## src/sv/rsp_isqrt.sv

```systemverilog
`timescale 1ns / 1ps
module rsp_isqrt #(
    parameter int W  = 32,
    parameter int SW = 1
) (
    input  logic           i_clk,
    input  logic           i_rst_n,
    input  logic           i_en,
    input  logic           i_valid,
    input  logic [W-1:0]   i_val,
    input  logic [SW-1:0]  i_side,
    output logic           o_valid,
    output logic [W/2-1:0] o_root,
    output logic [SW-1:0]  o_side
);
    localparam int N  = W / 2;
    localparam int RW = N + 2;

    logic          r_v [N];
    logic [W-1:0]  r_x [N];
    logic [RW-1:0] r_r [N];
    logic [N-1:0]  r_y [N];
    logic [SW-1:0] r_s [N];

    // one root bit per stage
    for (genvar k = 0; k < N; k++) begin : g_stage
        logic          v_in;
        logic [W-1:0]  x_in;
        logic [RW-1:0] r_in;
        logic [N-1:0]  y_in;
        logic [SW-1:0] s_in;
        logic [RW-1:0] n_r2;
        logic [RW-1:0] n_trial;
        logic          n_ge;

        if (k == 0) begin : g_first
            assign v_in = i_valid;
            assign x_in = i_val;
            assign r_in = '0;
            assign y_in = '0;
            assign s_in = i_side;
        end else begin : g_next
            assign v_in = r_v[k-1];
            assign x_in = r_x[k-1];
            assign r_in = r_r[k-1];
            assign y_in = r_y[k-1];
            assign s_in = r_s[k-1];
        end

        always_comb begin
            n_r2    = {r_in[RW-3:0], x_in[W-1:W-2]};
            n_trial = {y_in, 2'b01};
            n_ge    = (n_r2 >= n_trial);
        end

        always_ff @(posedge i_clk) begin
            if (!i_rst_n) begin
                r_v[k] <= 1'b0;
            end else if (i_en) begin
                r_v[k] <= v_in;
            end
            if (i_en) begin
                r_x[k] <= {x_in[W-3:0], 2'b00};
                r_r[k] <= n_ge ? (n_r2 - n_trial) : n_r2;
                r_y[k] <= {y_in[N-2:0], n_ge};
                r_s[k] <= s_in;
            end
        end
    end

    assign o_valid = r_v[N-1];
    assign o_root  = r_y[N-1];
    assign o_side  = r_s[N-1];
endmodule

```

## config.mk

```make
export PLATFORM = sky130hd
export DESIGN_NAME = rsp_isqrt
export DESIGN_NICKNAME = d
export VERILOG_FILES = /design/src/sv/rsp_isqrt.sv
export SDC_FILE = /design/constraint.sdc
export NUM_CORES = 1
export LEC_CHECK = 0
export BUFFER_PORTS_ARGS = -buffer_cell sky130_fd_sc_hd__clkbuf_2
export CAP_MARGIN = 25
export CORE_MARGIN = 1.5
export CORE_UTILIZATION = 25
export DETAILED_ROUTE_END_ITERATION = 8
export MAX_ROUTING_LAYER = met4
export PLACE_DENSITY_LB_ADDON = 0.15
export SETUP_SLACK_MARGIN = 0.3
export SYNTH_ARGS = -nofsm -noshare
export SYNTH_HDL_FRONTEND = slang
export SYNTH_SLANG_ARGS = --single-unit
```

## constraint.sdc

```tcl
create_clock -name i_clk -period 6.45 [get_ports i_clk]
set_input_delay 1.935 -clock i_clk [delete_from_list [all_inputs] [get_ports i_clk]]
set_output_delay 1.935 -clock i_clk [all_outputs]
set_load 0.03 [all_outputs]
```

==> key figures <==
Floorplanning
  • Die X: 339 um
  • DIE HEIGHT: 339 um
  • Rows: 123
  • Top Ports: 55
  • Initial Util: 25.2%
  • Floorplan Core Area: 112000 um2
  • Die ar.: 115000 um2

STA
  • Worst slew margin: 36.9%
  • Pins over their slew limit: 0
  • Final setup TNS: 0 ns
  • Final-report hold violation count: 0
  • Final setup fails: 0
  • Worst Skew: 0.0322 ns
  • Max Freq: 0.281 GHz
  • Post-route minimum period: 3.56 ns
  • Worst-margin pin slew: 0.947 ns
  • Tcrit/Tclk final: 55.2%
  • RSZ-0062 raised after global routing: no

Synth
  • Top cells by count, synth: edfxtp_1, inv_1, ha_1
  • Dominant cell type by area after synthesis: edfxtp_1
  • Top-count cell post-synth: edfxtp_1
  • Mapped Area: 28300 um2
  • Post-synth EDFFs: 631
  • YS warnings: 0
  • Mapped Cells: 2040
  • Synth Net Count: 2229
  • Ys async rst share: 0%
  • Post-synth top area share: 66.9%
  • Sequential fraction of the synthesis area: 67.0%
  • Main area contributors after synthesis: edfxtp_1, ha_1, xnor2_1
  • Synth Register Bits: 632
  • Synth cell types: 71
  • Synth Area per Inst: 13.9 um2
  • Top_reg_cell synth: edfxtp_1

Finish
  • Non-filler cells, final: 3717
  • Final layout net count: 2350
  • Fraction of layout instances using a drive strength above 1: 9.34%
  • Area Overhead vs Synth: 15.9%

Worst setup path
  • Critical path's top delay family: compound AO/OA/AOI/OAI gates
  • Worst Setup EP: r_r[10][7]
  • R2R cell count: 8
  • Crit. End Element: flip-flop
  • Crit path kind: reg -> reg
  • Peak per-stage delay on the critical path: 0.74 ns
  • Crit-path cells: ha_1 -> nor2b_1 -> o31ai_1 -> nand2_1 -> a41o_1 -> a211oi_2 -> inv_1 -> mux2_2
  • Reg2reg start: r_r[9][0]
  • Worst path arrival time: 3.94 ns
  • R2r setup slk: 2.89 ns
  • Worst path depth: 8
  • Crit path launch type: flip-flop
  • Capturing point of the worst reg2reg path: r_r[10][7]
  • CP bufs+invs: 1
  • Crit-path max FO: 14
  • Data required time of the worst path: 6.82 ns
  • Origin of the worst setup path: r_r[9][0]
  • Critical path's slowest cell: a211oi_2

Pwr
  • Pwr per Cell Area: 332 nW/um2
  • Pwr Total: 10.9 mW
  • Leak: 12.4 nW
  • VDD IR max: 0.170 mV

Detailed routing
  • DRC viols: 0
  • WL final: 54300 um
  • DR iter-0 viols: 925
  • Drt wl/cell: 14.6 um
  • Routed Antenna Nets: 0
  • DR vias/cell: 4.26
  • TritonRoute pass-1 iters: 7
  • Via Count: 15800

Worst hold path
  • HP Start: r_x[0][25]
  • Hold Path Depth: 0
  • Worst hold path type: reg -> reg

Placed design
  • Dpl hpwl: 37500 um
  • Inst Count DP: 3583
  • IO buf count: 54
  • Final Wtd Congestion: 0.842

Clocking
  • Post-CTS Hold Buffers: 0
  • CTS H-tree lvls: 3
  • CTS Buf Count: 76
  • CTS tree: yes
  • Sink Count: 632
  • Clk slew on worst S/H paths: 0.06 ns
  • Post-CTS Setup Bufs: 0
  • Clk root buf: clkbuf_16
  • Resized cells post-CTS: 0
  • Later-pin clock latency in the skew report: 0.63 ns
  • Clk buf depth: 3

Global routing
  • Vias in the first global route: 16000
  • Initial antenna violation count: 2
  • Largest net degree at the start of global routing: 144
  • Global-route wire length before repair: 87000 um
  • Total GRT Usage: 9.71%
  • GR Overflow Total: 0

Status
  • Status: completed

Job
  • Max-cap check violation count: 0
## registers in the layout, indices dropped and copies added (netlist names)
register / cells
r_s: 16
r_v: 16
r_y: 136
r_x: 240
r_r: 224
## how the worst min path moves through the flow
stage	slack (ns)	endpoint
floorplan	0.40	r_s[10]
CTS	0.42	r_x[7][25]
detailed placement	0.40	r_x[1][12]
global placement	0.40	r_x[8][26]
finish	0.41	r_x[1][27]
global route	0.42	r_x[4][20]
## final cells by class
cell class | instances | area (um2)
Clock inverter | 35 | 223
Inverter | 180 | 676
Antenna cell | 1 | 2.50
Multi-Input combinational cell | 1206 | 8570
Sequential cell | 632 | 19000
Timing Repair Buffer | 65 | 433
Fill cell | 11400 | 79600
Clock buffer | 98 | 2050
Tap cell | 1500 | 1880
## layer usage
metal	up-vias	routed length, um	track usage, %
li1	7842	-	-
met1	7612	25600	12.5
met2	278	24600	14.9
met3	88	3010	2.54
met4	0	1090	3.08
met5	-	0	-
## cells in the final DEF (no fill, tap or decap), types with 53 or more instances in the layout
cell type | synthesis | layout
clkbuf_2 | 0 | 53
inv_1 | 178 | 178
clkbuf_16 | 0 | 79
ha_1 | 152 | 152
nor2_1 | 112 | 112
a21oi_1 | 113 | 113
o21ai_0 | 97 | 97
edfxtp_1 | 631 | 631
xor2_1 | 64 | 64
xnor2_1 | 97 | 97
nand2_1 | 102 | 102
## cells by family (layout without fill, tap and decap cells)
family / after synthesis / in the layout / synth area share [%]
fa+ha+maj: 152 / 152 / 6.72
flops: 632 / 632 / 67.0
buf+inv: 202 / 378 / 2.74
compound gates: 377 / 377 / 8.35
mux: 38 / 38 / 1.57
other cells: 1 / 2 / 0.0132
simple gates: 477 / 477 / 8.61
xor+xnor: 161 / 161 / 4.98
## power by group
part	total, mW	internal, mW	switching (mW)	leakage [nW]
Sequential	5.34	5.09	0.247	6.08
Clock	3.93	2.27	1.65	1.11
Combinational	1.63	0.738	0.895	5.25
## per-stage QoR
step	utilization [%]	area [um2]	setup WS, ns	hold slack [ns]
CTS	29.2	32800	2.95	0.417
finish	29.2	32800	2.89	0.415
detailed placement	27.2	30500	2.62	0.405
global placement	27.2	30500	2.67	0.400
global route	29.2	32800	2.64	0.421
floorplan	-	28300	3.73	0.400
(Power assumes the default switching activity.)
