[src/sv/rsp_div.sv]
`timescale 1ns / 1ps
module rsp_div #(
    parameter int NW = 31,
    parameter int DW = 16,
    parameter int QW = 15,
    parameter int SW = 1
) (
    input  logic          i_clk,
    input  logic          i_rst_n,
    input  logic          i_en,
    input  logic          i_valid,
    input  logic [NW-1:0] i_num,
    input  logic [DW-1:0] i_den,
    input  logic [SW-1:0] i_side,
    output logic          o_valid,
    output logic [QW-1:0] o_quot,
    output logic [DW-1:0] o_den,
    output logic [SW-1:0] o_side
);
    // quotient is known to fit QW bits, so the top bits start as remainder
    localparam int RW = DW + 1;

    logic          r_v [QW];
    logic [QW-1:0] r_n [QW];
    logic [RW-1:0] r_r [QW];
    logic [QW-1:0] r_q [QW];
    logic [DW-1:0] r_d [QW];
    logic [SW-1:0] r_s [QW];

    for (genvar k = 0; k < QW; k++) begin : g_stage
        logic          v_in;
        logic [QW-1:0] n_in;
        logic [RW-1:0] r_in;
        logic [QW-1:0] q_in;
        logic [DW-1:0] d_in;
        logic [SW-1:0] s_in;
        logic [RW-1:0] n_r2;
        logic          n_ge;

        if (k == 0) begin : g_first
            assign v_in = i_valid;
            assign n_in = i_num[QW-1:0];
            assign r_in = RW'(i_num[NW-1:QW]);
            assign q_in = '0;
            assign d_in = i_den;
            assign s_in = i_side;
        end else begin : g_next
            assign v_in = r_v[k-1];
            assign n_in = r_n[k-1];
            assign r_in = r_r[k-1];
            assign q_in = r_q[k-1];
            assign d_in = r_d[k-1];
            assign s_in = r_s[k-1];
        end

        always_comb begin
            n_r2 = {r_in[DW-1:0], n_in[QW-1]};
            n_ge = (n_r2 >= {1'b0, d_in});
        end

        always_ff @(posedge i_clk) begin
            if (!i_rst_n) begin
                r_v[k] <= 1'b0;
            end else if (i_en) begin
                r_v[k] <= v_in;
            end
            if (i_en) begin
                r_n[k] <= {n_in[QW-2:0], 1'b0};
                r_r[k] <= n_ge ? (n_r2 - {1'b0, d_in}) : n_r2;
                r_q[k] <= {q_in[QW-2:0], n_ge};
                r_d[k] <= d_in;
                r_s[k] <= s_in;
            end
        end
    end

    assign o_valid = r_v[QW-1];
    assign o_quot  = r_q[QW-1];
    assign o_den   = r_d[QW-1];
    assign o_side  = r_s[QW-1];
endmodule

[config.mk]
export PLATFORM = sky130hd
export DESIGN_NAME = rsp_div
export DESIGN_NICKNAME = d
export VERILOG_FILES = /design/src/sv/rsp_div.sv
export SDC_FILE = /design/constraint.sdc
export NUM_CORES = 1
export LEC_CHECK = 0
export BUFFER_PORTS_ARGS = -buffer_cell sky130_fd_sc_hd__buf_2
export CORE_MARGIN = 2
export CORE_UTILIZATION = 30
export DETAILED_ROUTE_END_ITERATION = 7
export GPL_ROUTABILITY_DRIVEN = 0
export PLACE_DENSITY = 0.4
export SLEW_MARGIN = 10
export SYNTH_ARGS = -nofsm -noshare
export SYNTH_HDL_FRONTEND = slang
export SYNTH_SLANG_ARGS = --single-unit
[constraint.sdc]
create_clock -name i_clk -period 4.3 [get_ports i_clk]
set_input_delay 0 -clock i_clk [delete_from_list [all_inputs] [get_ports i_clk]]
set_output_delay 0 -clock i_clk [all_outputs]
set_load 0.02 [all_outputs]
==> flow_summary.json <==
{
  "synth_enable_flop_cells": 718,
  "p_seq_share_pct": 37.7,
  "synthesis.nets": 2990,
  "m1WireLength_mm": 32.1,
  "cts_resized": 0,
  "finalCritPeriodShare_pct": 86.4,
  "grt_usage_pct": 12.0,
  "wl_per_cell_um": 16.1,
  "std_cell_rows": 125,
  "htreeDepth": 3,
  "tightest_slew_ps": 1020,
  "crit_arrival_ps": 4090,
  "switchingPower_mw": 9.25,
  "power_leakage_nw": 16.1,
  "slew_headroom_pct": 31.7,
  "antenna_cells": 0,
  "hold-worst-slack_ps": 67.6,
  "final_area_um2": 40900,
  "yosysWarnings": 0,
  "crit_chain": "inv_1 -> ha_1 -> nor2b_1 -> o2111ai_1 -> nand4b_1 -> a31oi_1 -> o31ai_1 -> o21bai_1 -> a21oi_2 -> mux2_2",
  "num-nets-final": 3202,
  "tns_ps": 0,
  "path_max_fanout": 16,
  "cts_setup_buffers": 0,
  "fp.dieW_um": 346,
  "area_growth_pct": 16.6,
  "cts_root_buf": "clkbuf_16",
  "die-height_um": 346,
  "cp_slowest_cell": "a21oi_2",
  "dp_slack_ps": 608,
  "grt_overflow": 0,
  "cts_buffer_depth": 3,
  "placed_area_um2": 37500,
  "maxSlewViolCount": 0,
  "holdBufCountCts": 53,
  "worstPathRequired_ps": 4680,
  "wl_met3_mm": 3.19,
  "clk_pin_slew_worst_paths_ps": 60,
  "drive_gt1_share_pct": 12.4,
  "vias": 20900,
  "cts_buffers": 87,
  "peakVddDrop_mv": 0.289,
  "grt_first_pass_wirelength_mm": 116,
  "combPwrFrac_pct": 36.1,
  "max_stage_delay_ps": 760,
  "synth_ff_type": "edfxtp_1",
  "vias_per_cell": 4.66,
  "hold_viol_final": 0,
  "drt-initial-drc-count": 1394,
  "yosysSeqAreaShare_pct": 61.5,
  "start_kind": "flop",
  "max_freq_ghz": 0.269,
  "synth_top_area_cell": "edfxtp_1",
  "io_buffers": 84,
  "r2r-start": "r_d[1][1]$_DFFE_PP_",
  "core_region_area_um2": 116000,
  "fin_skew_ps": 28.6,
  "power.internal_mw": 19.0,
  "clkLatencyLatePin_ps": 650,
  "synth-async-reset-ratio_pct": 0,
  "syn_avg_cell_area_um2": 13.1,
  "powerDensity_nw_per_um2": 690,
  "synth_area_leaders": "edfxtp_1 (61%), ha_1 (8.6%), inv_1 (3.1%)",
  "grt_antenna_before_repair": 0,
  "cp-end-kind": "flop",
  "crit_start": "r_d[1][1]$_DFFE_PP_",
  "dpl.hpwl_mm": 51.5,
  "clkSinkCount": 719,
  "drcViolationCount": 0,
  "p_total_mw": 28.2,
  "boundaryPins": 85,
  "syn-cell-area_um2": 35100,
  "status": "completed",
  "syn_inst": 2684,
  "synth_top_area_share_pct": 61.4,
  "synth.ff_latch_count": 719,
  "first_global_vias": 21600,
  "crit_type": "reg2reg",
  "first_pass_iters": 5,
  "drt_wl_total_mm": 72.2,
  "finalSetupViolCount": 0,
  "grt_max_degree": 113,
  "cap_violations": 0,
  "min_from": "i_num[6]",
  "layout_common_cells": "edfxtp_1 (718), inv_1 (294), ha_1 (240), a21oi_1 (170), nor2_1 (159)",
  "met2_length_mm": 34.2,
  "netSwitchingFraction_pct": 32.8,
  "finalWorstSetupSlack_ps": 585,
  "synth.distinct_cells": 72,
  "initial_core_util_pct": 30.2,
  "antenna_left": 0,
  "hp-class": "in2reg",
  "rsz0062_at_grt": "no",
  "top_layer": "met4",
  "fp.dieArea_um2": 120000,
  "final_common_cell": "edfxtp_1",
  "cts_tree": "done",
  "power.share.clock_pct": 26.1,
  "period_needed_ps": 3720
}
## state kept, by name, indices dropped and copies added, names as in the netlist
register / cells
r_n: 105
r_s: 15
r_d: 240
r_r: 224
r_v: 15
r_q: 120
## power groups by stage
stage	sequential [mW]	combinational [mW]	clock [mW]
floorplan	10.4	7.86	0
global placement	10.8	9.93	0
detailed placement	10.8	10.1	0
CTS	10.7	10.2	7.71
global route	10.8	11.5	7.97
finish	10.6	10.2	7.38
## cells by family after synthesis
| group | Yosys count | synth area share [%] |
|---|---|---|
| flip-flops | 719 | 61.5 |
| AO/OA/AOI/OAI | 549 | 9.89 |
| AND/OR/NAND/NOR | 544 | 7.48 |
| buffers and inverters | 327 | 3.59 |
| adder cells (fa/ha/maj) | 254 | 9.35 |
| XOR/XNOR | 165 | 4.12 |
| multiplexers | 126 | 4.11 |
## synth_stat cells, drive strengths merged (15+ instances only)
cell type    n
a211oi      15
nand2b      26
mux2i       17
a31oi       17
and3        25
o31a        15
nor3        43
o21ai      137
o21a        40
nor2b       34
xnor2       93
nand4       29
inv        294
a21o        47
xor2        72
nand3       34
nor2       159
mux2       109
a21oi      173
clkbuf      21
o31ai       15
ha         240
edfxtp     718
nand2      134
or3         16
## stage by stage
stage               instances  util (%)
global route             4490      35.2
finish                   4490      35.2
detailed placement       4278      32.3
CTS                      4490      35.2
floorplan                2684         -
global placement         4278      32.3
## worst paths after layout
kind,slack [ps],depth (start not counted),endpoint
max,580,10,r_r[1][32]$_DFFE_PP_
min,70,2,r_n[0][6]$_DFFE_PP_
max reg2reg,580,10,r_r[1][32]$_DFFE_PP_
min reg2reg,410,0,r_q[3][20]$_DFFE_PP_
## cell type report
cell class / instances / area [µm²]
multi-input cells: 1638 / 12300
inverters: 294 / 1100
fillers: 11200 / 75300
clock buffers: 103 / 2280
flip-flops and latches: 719 / 21600
well taps: 1524 / 1910
clock inverters: 56 / 574
repair buffers: 156 / 1180
## critical path, delay by kind of cell, from the launching register on
| family | cells | cell delay (ps) |
|---|---|---|
| DFF | 1 | 480 |
| and+or+nand+nor | 2 | 400 |
| adders and majority gates | 1 | 310 |
| muxes | 1 | 440 |
| AOI/OAI and AO/OA | 5 | 1740 |
| buffers and inverters | 1 | 80 |
## routing by layer
metal | vias up | track usage (%)
li1 | 10400 | -
met1 | 10100 | 14.9
met2 | 357 | 20.4
met3 | 132 | 2.25
met4 | 0 | 5.26
met5 | - | 0
Power figures use the tool's default switching activity.
